<file path="src/nzrle_pkg.sv">
// ----------------------------------------------------------------------------
// nzrle_pkg
// Shared constants and control/status types for the nibble zero-run decoder.
// ----------------------------------------------------------------------------
package nzrle_pkg;

	// Copy span of a copy half: it passes COPY_SPAN - length literals
	localparam logic [3:0] COPY_SPAN = 4'd8;

	// Decoder phase codes
	localparam logic [1:0] PH_CTRL  = 2'd0;
	localparam logic [1:0] PH_COPY1 = 2'd1;
	localparam logic [1:0] PH_COPY2 = 2'd2;

	// Commands from the controller to the datapath
	typedef struct packed {
		logic load;  // input item accepted: latch its results, advance decoder state
		logic pop;   // output item taken: advance to the next result
	} nzrle_cmd_t;

	// Status from the datapath to the controller
	typedef struct packed {
		logic plan_any;  // the offered input item causes at least one result
		logic last;      // the result on the output is the final one of its item
	} nzrle_stat_t;

endpackage

</file>
<file path="src/nzrle_ifs.sv">
// ----------------------------------------------------------------------------
// nzrle channel interfaces
// Valid/ready channels for compressed input items and decoded output items.
// ----------------------------------------------------------------------------
interface nzrle_in_if;
	logic       valid;
	logic       ready;
	logic [7:0] in_byte;
	logic       block_end;

	modport source (output valid, output in_byte, output block_end, input ready);
	modport sink   (input valid, input in_byte, input block_end, output ready);
endinterface

interface nzrle_out_if;
	logic       valid;
	logic       ready;
	logic [7:0] out_byte;
	logic       last_of_run;
	logic       block_done;

	modport source (output valid, output out_byte, output last_of_run,
		output block_done, input ready);
	modport sink   (input valid, input out_byte, input last_of_run,
		input block_done, output ready);
endinterface

</file>
<file path="src/nzrle_ctrl.sv">
// ----------------------------------------------------------------------------
// nzrle_ctrl
// Controller: takes one input item, then steps the datapath through its results.
// ----------------------------------------------------------------------------
module nzrle_ctrl
	import nzrle_pkg::*;
(
	input  logic        clk,
	input  logic        arst_n,
	input  logic        in_valid,
	output logic        in_ready,
	output logic        out_valid,
	input  logic        out_ready,
	input  nzrle_stat_t stat,
	output nzrle_cmd_t  cmd
);

	localparam logic ST_IDLE = 1'b0;
	localparam logic ST_EMIT = 1'b1;

	logic state_q;
	logic state_d;

	// Handshake outputs follow the state
	assign in_ready  = (state_q == ST_IDLE);
	assign out_valid = (state_q == ST_EMIT);
	assign cmd.load  = in_valid & in_ready;
	assign cmd.pop   = out_valid & out_ready;

	// Next state
	always_comb begin
		state_d = state_q;
		case (state_q)
			ST_IDLE: begin
				if (cmd.load && stat.plan_any) begin
					state_d = ST_EMIT;
				end
			end
			ST_EMIT: begin
				if (cmd.pop && stat.last) begin
					state_d = ST_IDLE;
				end
			end
			default: state_d = ST_IDLE;
		endcase
	end

	always_ff @(posedge clk or negedge arst_n) begin
		if (!arst_n) begin
			state_q <= ST_IDLE;
		end else begin
			state_q <= state_d;
		end
	end

endmodule

</file>
<file path="src/nzrle_dp.sv">
// ----------------------------------------------------------------------------
// nzrle_dp
// Datapath: decoder state, decode of one input item into an optional literal
// followed by a zero run, and the result counter that drives the output.
// ----------------------------------------------------------------------------
module nzrle_dp
	import nzrle_pkg::*;
(
	input  logic        clk,
	input  logic        arst_n,
	input  nzrle_cmd_t  cmd,
	input  logic [7:0]  in_byte,
	input  logic        block_end,
	output logic [7:0]  out_byte,
	output logic        last_of_run,
	output logic        block_done,
	output nzrle_stat_t stat
);

	// Decoder state
	logic [1:0] phase_q;
	logic [3:0] copy_left_q;
	logic [3:0] pending_q;

	// Results of the item in flight
	logic       lit_pend_q;
	logic [7:0] lit_q;
	logic [4:0] zcnt_q;
	logic       end_q;

	// Decode outputs
	logic [1:0] phase_d;
	logic [3:0] copy_left_d;
	logic [3:0] pending_d;
	logic       lit_d;
	logic [4:0] zcnt_d;
	logic [3:0] half2;
	logic [3:0] lo;
	logic [3:0] hi;

	assign lo = in_byte[3:0];
	assign hi = in_byte[7:4];

	// Decode the offered item against the current phase
	always_comb begin
		phase_d     = phase_q;
		copy_left_d = copy_left_q;
		pending_d   = pending_q;
		lit_d       = 1'b0;
		zcnt_d      = 5'd0;
		half2       = 4'd0;
		case (phase_q)
			PH_COPY1: begin
				lit_d = 1'b1;
				if (copy_left_q <= 4'd1 || block_end) begin
					copy_left_d = 4'd0;
					half2       = pending_q;
					phase_d     = PH_CTRL;
				end else begin
					copy_left_d = copy_left_q - 4'd1;
				end
			end
			PH_COPY2: begin
				lit_d = 1'b1;
				if (copy_left_q <= 4'd1 || block_end) begin
					copy_left_d = 4'd0;
					phase_d     = PH_CTRL;
				end else begin
					copy_left_d = copy_left_q - 4'd1;
				end
			end
			default: begin
				phase_d = PH_CTRL;
				if (lo[3]) begin
					zcnt_d = {2'b00, lo[2:0]} + 5'd1;
					half2  = hi;
				end else if (!block_end) begin
					phase_d     = PH_COPY1;
					copy_left_d = COPY_SPAN - {1'b0, lo[2:0]};
					pending_d   = hi;
				end else begin
					half2 = hi;
				end
			end
		endcase

		// Second half: its zeros follow, or its copy starts unless the block ends
		if (phase_d == PH_CTRL) begin
			if (half2[3]) begin
				zcnt_d = zcnt_d + {2'b00, half2[2:0]} + 5'd1;
			end else if (!block_end && (phase_q != PH_COPY2)) begin
				phase_d     = PH_COPY2;
				copy_left_d = COPY_SPAN - {1'b0, half2[2:0]};
			end
		end

		// Block end returns all decoder state to reset
		if (block_end) begin
			phase_d     = PH_CTRL;
			copy_left_d = 4'd0;
			pending_d   = 4'd0;
		end
	end

	assign stat.plan_any = lit_d | (zcnt_d != 5'd0);
	assign stat.last     = lit_pend_q ? (zcnt_q == 5'd0) : (zcnt_q == 5'd1);

	// Output payload: literal first, then the zero run
	assign out_byte    = lit_pend_q ? lit_q : 8'd0;
	assign last_of_run = stat.last;
	assign block_done  = stat.last & end_q;

	// Decoder state and result counter
	always_ff @(posedge clk or negedge arst_n) begin
		if (!arst_n) begin
			phase_q     <= PH_CTRL;
			copy_left_q <= 4'd0;
			pending_q   <= 4'd0;
			lit_pend_q  <= 1'b0;
			zcnt_q      <= 5'd0;
		end else if (cmd.load) begin
			phase_q     <= phase_d;
			copy_left_q <= copy_left_d;
			pending_q   <= pending_d;
			lit_pend_q  <= lit_d;
			zcnt_q      <= zcnt_d;
		end else if (cmd.pop) begin
			if (lit_pend_q) begin
				lit_pend_q <= 1'b0;
			end else begin
				zcnt_q <= zcnt_q - 5'd1;
			end
		end
	end

	// Payload of the item in flight
	always_ff @(posedge clk) begin
		if (cmd.load) begin
			lit_q <= in_byte;
			end_q <= block_end;
		end
	end

endmodule

</file>
<file path="src/nibble_zero_rle_decoder_unit.sv">
// ----------------------------------------------------------------------------
// nibble_zero_rle_decoder_unit
// Zero run-length decoder with nibble-coded control bytes.
// ----------------------------------------------------------------------------
//  channel | role  | payload                                  | accepted when
//  comp    | sink  | in_byte[7:0], block_end                  | valid & ready
//  decomp  | source| out_byte[7:0], last_of_run, block_done    | valid & ready
//
//  An item that causes n results (0 to 16) is taken and decoded while the
//  unit is idle, then the result counter hands out its results in order.
//  The input is not ready while results of the previous item are pending.
//  A stall on the output holds the current result and the counter.
//  Reset clears the controller, the decoder phase and the result counter.
// ----------------------------------------------------------------------------
module nibble_zero_rle_decoder_unit
	import nzrle_pkg::*;
(
	input  logic        clk,
	input  logic        arst_n,
	nzrle_in_if.sink    comp,
	nzrle_out_if.source decomp
);

	nzrle_cmd_t  cmd;
	nzrle_stat_t stat;

	// Sequence items through the datapath
	nzrle_ctrl u_ctrl (
		.clk       (clk),
		.arst_n    (arst_n),
		.in_valid  (comp.valid),
		.in_ready  (comp.ready),
		.out_valid (decomp.valid),
		.out_ready (decomp.ready),
		.stat      (stat),
		.cmd       (cmd)
	);

	// Decode and hold results
	nzrle_dp u_dp (
		.clk         (clk),
		.arst_n      (arst_n),
		.cmd         (cmd),
		.in_byte     (comp.in_byte),
		.block_end   (comp.block_end),
		.out_byte    (decomp.out_byte),
		.last_of_run (decomp.last_of_run),
		.block_done  (decomp.block_done),
		.stat        (stat)
	);

endmodule

</file>
<file path="src/flat_wrapper.sv">
// flat-port wrapper written by rule: the top's interface ports become plain ports
module nibble_zero_rle_decoder_unit_flat import nzrle_pkg::*;
  (clk, arst_n, comp_valid, comp_in_byte, comp_block_end, comp_ready, decomp_valid, decomp_out_byte, decomp_last_of_run, decomp_block_done, decomp_ready);
  nzrle_in_if comp_i ();
  nzrle_out_if decomp_i ();
  input  logic clk;
  input  logic arst_n;
  input wire logic [$bits(comp_i.valid)-1:0] comp_valid;
  input wire logic [$bits(comp_i.in_byte)-1:0] comp_in_byte;
  input wire logic [$bits(comp_i.block_end)-1:0] comp_block_end;
  output wire logic [$bits(comp_i.ready)-1:0] comp_ready;
  output wire logic [$bits(decomp_i.valid)-1:0] decomp_valid;
  output wire logic [$bits(decomp_i.out_byte)-1:0] decomp_out_byte;
  output wire logic [$bits(decomp_i.last_of_run)-1:0] decomp_last_of_run;
  output wire logic [$bits(decomp_i.block_done)-1:0] decomp_block_done;
  input wire logic [$bits(decomp_i.ready)-1:0] decomp_ready;
  assign comp_i.valid = comp_valid;
  assign comp_i.in_byte = comp_in_byte;
  assign comp_i.block_end = comp_block_end;
  assign comp_ready = comp_i.ready;
  assign decomp_valid = decomp_i.valid;
  assign decomp_out_byte = decomp_i.out_byte;
  assign decomp_last_of_run = decomp_i.last_of_run;
  assign decomp_block_done = decomp_i.block_done;
  assign decomp_i.ready = decomp_ready;
  nibble_zero_rle_decoder_unit u_core (.clk(clk), .arst_n(arst_n), .comp(comp_i), .decomp(decomp_i));
endmodule
</file>
<file path="config.mk">
export PLATFORM = sky130hd
export DESIGN_NAME = nibble_zero_rle_decoder_unit_flat
export DESIGN_NICKNAME = d
export VERILOG_FILES = /design/src/nzrle_pkg.sv /design/src/nzrle_ifs.sv /design/src/nzrle_ctrl.sv /design/src/nzrle_dp.sv /design/src/nibble_zero_rle_decoder_unit.sv /design/src/flat_wrapper.sv
export SDC_FILE = /design/constraint.sdc
export NUM_CORES = 1
export LEC_CHECK = 0
export ABC_AREA = 0
export CORE_AREA = 8 8 66 68
export CTS_CLUSTER_DIAMETER = 50
export DETAILED_ROUTE_END_ITERATION = 7
export DIE_AREA = 0 0 74 76
export DONT_BUFFER_PORTS = 1
export GPL_ROUTABILITY_DRIVEN = 1
export GPL_TIMING_DRIVEN = 0
export PLACE_DENSITY_LB_ADDON = 0.1
export SLEW_MARGIN = 20
export SYNTH_ARGS = -nofsm -noshare
export SYNTH_HDL_FRONTEND = slang
export SYNTH_HIERARCHICAL = 1
export SYNTH_SLANG_ARGS = --single-unit
</file>
<file path="constraint.sdc">
create_clock -name clk -period 9 [get_ports clk]
set_input_delay 0.45 -clock clk [delete_from_list [all_inputs] [get_ports clk]]
set_output_delay 0.45 -clock clk [all_outputs]
set_load 0.005 [all_outputs]
</file>
* Word level (Yosys, flattened, before mapping) *
Index checks and enable logic that the tools add are counted.

word-level totals
  input port bits = 13
  output and inout port bits = 12
  register bits after elaboration = 26
  word-level logic and storage cells = 77

cells by class
  $lt $le $gt $ge = 1
  add/sub/neg operators = 7
  reductions and logical operators = 12
  muxes and demuxes = 37
  bitwise operators = 5
  equality and inequality tests = 7

operators with widths
  kind                 count
  $mux 4               15
  $mux 5               5
  $mux 2               6
  $mux 1               8
  $mux 8               1
  $pmux 4 s2           1
  $sub 4x3->4 const A  2
  $ne 2x1->1 const B   3
  $add 5x1->5 const B  1
  $add 5x3->5          1
  $eq 5x1->1 const B   1
  $logic_not 5->1      1
  $reduce_bool 5->1    1
  $sub 5x1->5 const B  1
  $add 3x1->4 const B  1
  $le 4x1->1 const B   1
  $sub 4x1->4 const B  1
  $and 1x1->1          3
  $logic_and 1x1->1    3
  $reduce_and 3->1     1
  $eq 2x1->1 const B   1
  $eq 2x2->1 const B   1
  $logic_not 2->1      1
  $ne 2x2->1 const B   1
  other kinds (8)      8

* Logic depth before layout (Yosys ltp) *
  word-level depth = 13
  gate-level depth with buffers = 15
  depth with buffers taken out = 13

* By module *
Netlist, hierarchy kept.

modules (own cells, without submodules)
  module      area an instance (um^2)  sequential area each (um^2)  cells each  times used
  nzrle_dp    1886.8                   670.6                        200         1
  nzrle_ctrl  56.3                     25.0                         6           1

* Least setup slack after synthesis *
Ideal clock, no wire load.

  path type = register to register
  start point = register u_core.u_dp.phase_q[0]
  end point = register u_core.u_ctrl.state_q (netlist: u_core/u_ctrl/out_valid)
  library setup time = 131 ps
  arrival time = 2847 ps
  cell stages (with the launch flop) = 15
  buffers on the path = 1
  data required time = 8869 ps
  path slack = 6021 ps
  clock period less this slack = 2979 ps
  cell sequence = dfrtp_1 > inv_1 > ha_1 > buf_6 > nand2b_4 > nor4_4 > a21oi_1 > ha_1 > fa_1 > nor2b_1 > nand2_1 > a2111oi_2 > o211ai_1 > a21oi_1 > a31oi_1

RTL lines
  item                      RTL line          text
  start: declaration        nzrle_dp.sv:21    logic [1:0] phase_q;
  start signal: assignment  nzrle_dp.sv:122   phase_q <= phase_d;
  end signal: assignment    nzrle_ctrl.sv:52  state_q <= state_d;
  end: declaration          nzrle_ctrl.sv:21  logic state_q;

==> summary.md <==
| Metric | Value |
|---|---|
| Outcome | `finished, final reports clean` |
| Vias in the first global route | `roughly 1600` |
| Cells after synthesis | `206` |
| Mean Syn Cell Area | `roughly 9.4 µm²` |
| Layout Skew | `about 0.0054 ns` |
| WP data arrival | `3.65 ns` |
| Synth Cell Area | `around 2000 µm²` |
| Slew Limit Headroom | `0.439` |
| Detailed Place HPWL | `3.48 mm` |
| Placer Congestion | `0.825` |
| # diodes | `0` |
| Power Density | `298 nW/µm²` |
| EDFF count, synth | `9` |
| Layout cell share with drive strength beyond 1 | `0.0900` |
| TritonCTS clock tree | `done` |
| Final setup TNS | `0 ns` |
| Syn nets | `233` |
| Initial DRC Count | `110` |
| Asr flop ratio synth | `0.654` |
| First-pass GRT wire length | `7.29 mm` |
| Cell Rows | `22` |
| Initial Util | `0.565` |
| Critical path startpoint category | `flip-flop` |
| Buffers on Ports | `0` |
| Setup Crit Path Kind | `reg -> reg` |
| Clk pin slew, worst setup/hold paths | `0.15 ns` |
| CTS root buf | `clkbuf_4` |
| Worst vdd ir | `0.000148 V` |
| Most instantiated cells after synthesis | `dfrtp_1 (17), nand2_1 (17), inv_1 (16)` |
| Synth Register Bits | `26` |
| CORE AREA | `3440 µm²` |
| Total track usage | `0.164` |
| CP Max Fanout | `10` |
| Total power | `0.616 mW` |
| Num CTS Buffers | `3` |
| Longest Clk Path Bufs | `2` |
| Die height | `76 µm` |
| DIE AREA | `5620 µm²` |
| DR pass1 iterations | `4` |
| Area leader, netlist | `dfrtp_1` |
| DR WL/cell | `17.6 µm` |
| Layout area overhead | `6.31%` |
| Crit. End Element | `flip-flop` |
| Worst Path Required | `9.22 ns` |
| Global route overflow | `0` |
| Fmax | `292 MHz` |
| Ys Warns | `6` |
| Final worst path period share | `0.381` |
| Detail Route Antenna Nets | `0` |
| Leak pwr | `0.845 nW` |
| Main synth FF type | `dfrtp_1` |
| CTS sink count | `26` |
| RSZ-0062 raised after global routing | `no` |
| Via density | `between 5 and 6` |
| Max-cap violations | `0` |
| Final Hold Fails | `0` |
| Io pins | `25` |
| Chip width | `around 74 µm` |
| CTS resizes | `0` |
| Nets | `239` |
| Worst-margin pin slew | `0.839 ns` |
| Final core utilization | `0.600` |
| # DRC | `0` |
| Clock Latency Late Sink | `0.33 ns` |
| Layout fillers | `306` |
| Routed Wire Length | `4.56 mm` |
| Pins over their slew limit | `0` |
| Antenna violations before repair | `0` |
| Finish-stage setup viols | `0` |
| # H-tree levels | `1` |
| Synth top area cells | `dfrtp_1 (22%), edfxtp_1 (14%), ha_1 (8.4%)` |
| Synth unique cells | `56` |
| Yosys top cell area share | `0.219` |
| Type of the worst min-delay path | `in -> reg` |
| Via Count | `between 1500 and 2000` |
| Min Tclk post-route | `roughly 3.4 ns` |
| Largest net degree at the start of global routing | `18` |
| Sequential-to-total area share from yosys stat | `0.358` |
-- flip-flops by register name, summed over array words and instances, names as in the netlist --
signal,flops
u_core/u_ctrl/out_valid,1
u_core/u_dp/copy_left_q,4
u_core/u_dp/end_q,1
u_core/u_dp/lit_pend_q,1
u_core/u_dp/lit_q,8
u_core/u_dp/pending_q,4
u_core/u_dp/phase_q,2
u_core/u_dp/zcnt_q,5
-- final timing paths --
kind                       slack (ns)                    from                    endpoint  depth (start not counted)
setup / recovery                 5.57  u_core/u_dp/phase_q[0]     u_core/u_ctrl/out_valid                         15
hold / removal                   0.20         comp_in_byte[2]        u_core/u_dp/lit_q[2]                          0
setup reg to reg                 5.57  u_core/u_dp/phase_q[0]     u_core/u_ctrl/out_valid                         15
hold reg to reg                  0.57  u_core/u_dp/phase_q[0]      u_core/u_dp/phase_q[0]                          2
max in group asynchronous        7.84                  arst_n  u_core/u_dp/copy_left_q[2]                          1
min in group asynchronous        0.65                  arst_n       u_core/u_dp/zcnt_q[4]                          1
-- where the power goes --
group | leakage, nW | total (mW) | internal [mW] | switching, mW
logic | 0.536 | 0.342 | 0.152 | 0.190
clock network | 0.0279 | 0.0812 | 0.0451 | 0.0361
registers | 0.282 | 0.193 | 0.159 | 0.0340
-- critical path: stages, from the launching register on --
cell       delay (ns)
dfrtp_1          0.42
inv_1            0.06
ha_1             0.28
buf_6            0.13
clkbuf_1         0.40
o211ai_1         0.17
nand2_1          0.12
a21oi_1          0.09
ha_1             0.27
fa_1             0.40
nor2b_1          0.20
nand2_1          0.10
a2111oi_2        0.33
o211ai_1         0.14
a21oi_1          0.16
a31oi_1          0.05
-- placed cells by master, fill, tap and decap left out, types with 6 or more instances in the layout --
cell	synthesis	layout
nor2_1	13	13
o21ai_0	8	8
ha_1	13	13
nor3_1	6	6
edfxtp_1	9	9
dfrtp_1	17	17
a21oi_1	6	6
clkbuf_1	10	10
and2_1	11	11
inv_1	16	16
nand2_1	17	17
-- area by class of cell --
| class | count | area (µm²) | area share |
|---|---|---|---|
| Tap cell | 48 | 60.1 | 0.0291 |
| Buffer | 13 | 67.6 | 0.0327 |
| Multi-Input combinational cell | 151 | 1120 | 0.542 |
| Clock buffer | 3 | 22.5 | 0.0109 |
| Timing Repair Buffer | 1 | 10.0 | 0.00485 |
| Inverter | 16 | 60.1 | 0.0291 |
| Sequential cell | 26 | 696 | 0.337 |
| Clock inverter | 1 | 30.0 | 0.0145 |
-- per-layer routing --
metal,track usage,part of all wire
met5,0,0
met4,0.0500,0.0088
met3,0.0382,0.068
met2,0.284,0.50
met1,0.190,0.43
-- cells by family after synthesis --
logic type	after synthesis	synth area share
AND/OR/NAND/NOR	72	0.212
AO/OA/AOI/OAI	53	0.207
buffers and inverters	29	0.0657
flip-flops	26	0.358
adder cells (fa/ha/maj)	14	0.0940
XOR/XNOR	7	0.0316
multiplexers	5	0.0316
-- through the flow --
stage                     area [µm²]  setup slack, ns  instances  hold slack (ns)
after floorplan                 1940             6.02        206            0.154
after detailed placement        2000             5.59        254            0.155
final                           2070             5.57        259            0.202
after global placement          2000             5.66        254            0.155
after CTS                       2070             5.55        259            0.196
after global routing            2070             5.26        259            0.177
-- what timing repair did --
action,CTS,global route
setup endpoints to repair,0,0
setup buffers,0,0
hold buffers,1,0
endpoints found under the hold margin,17,0
(Power assumes the default switching activity.)
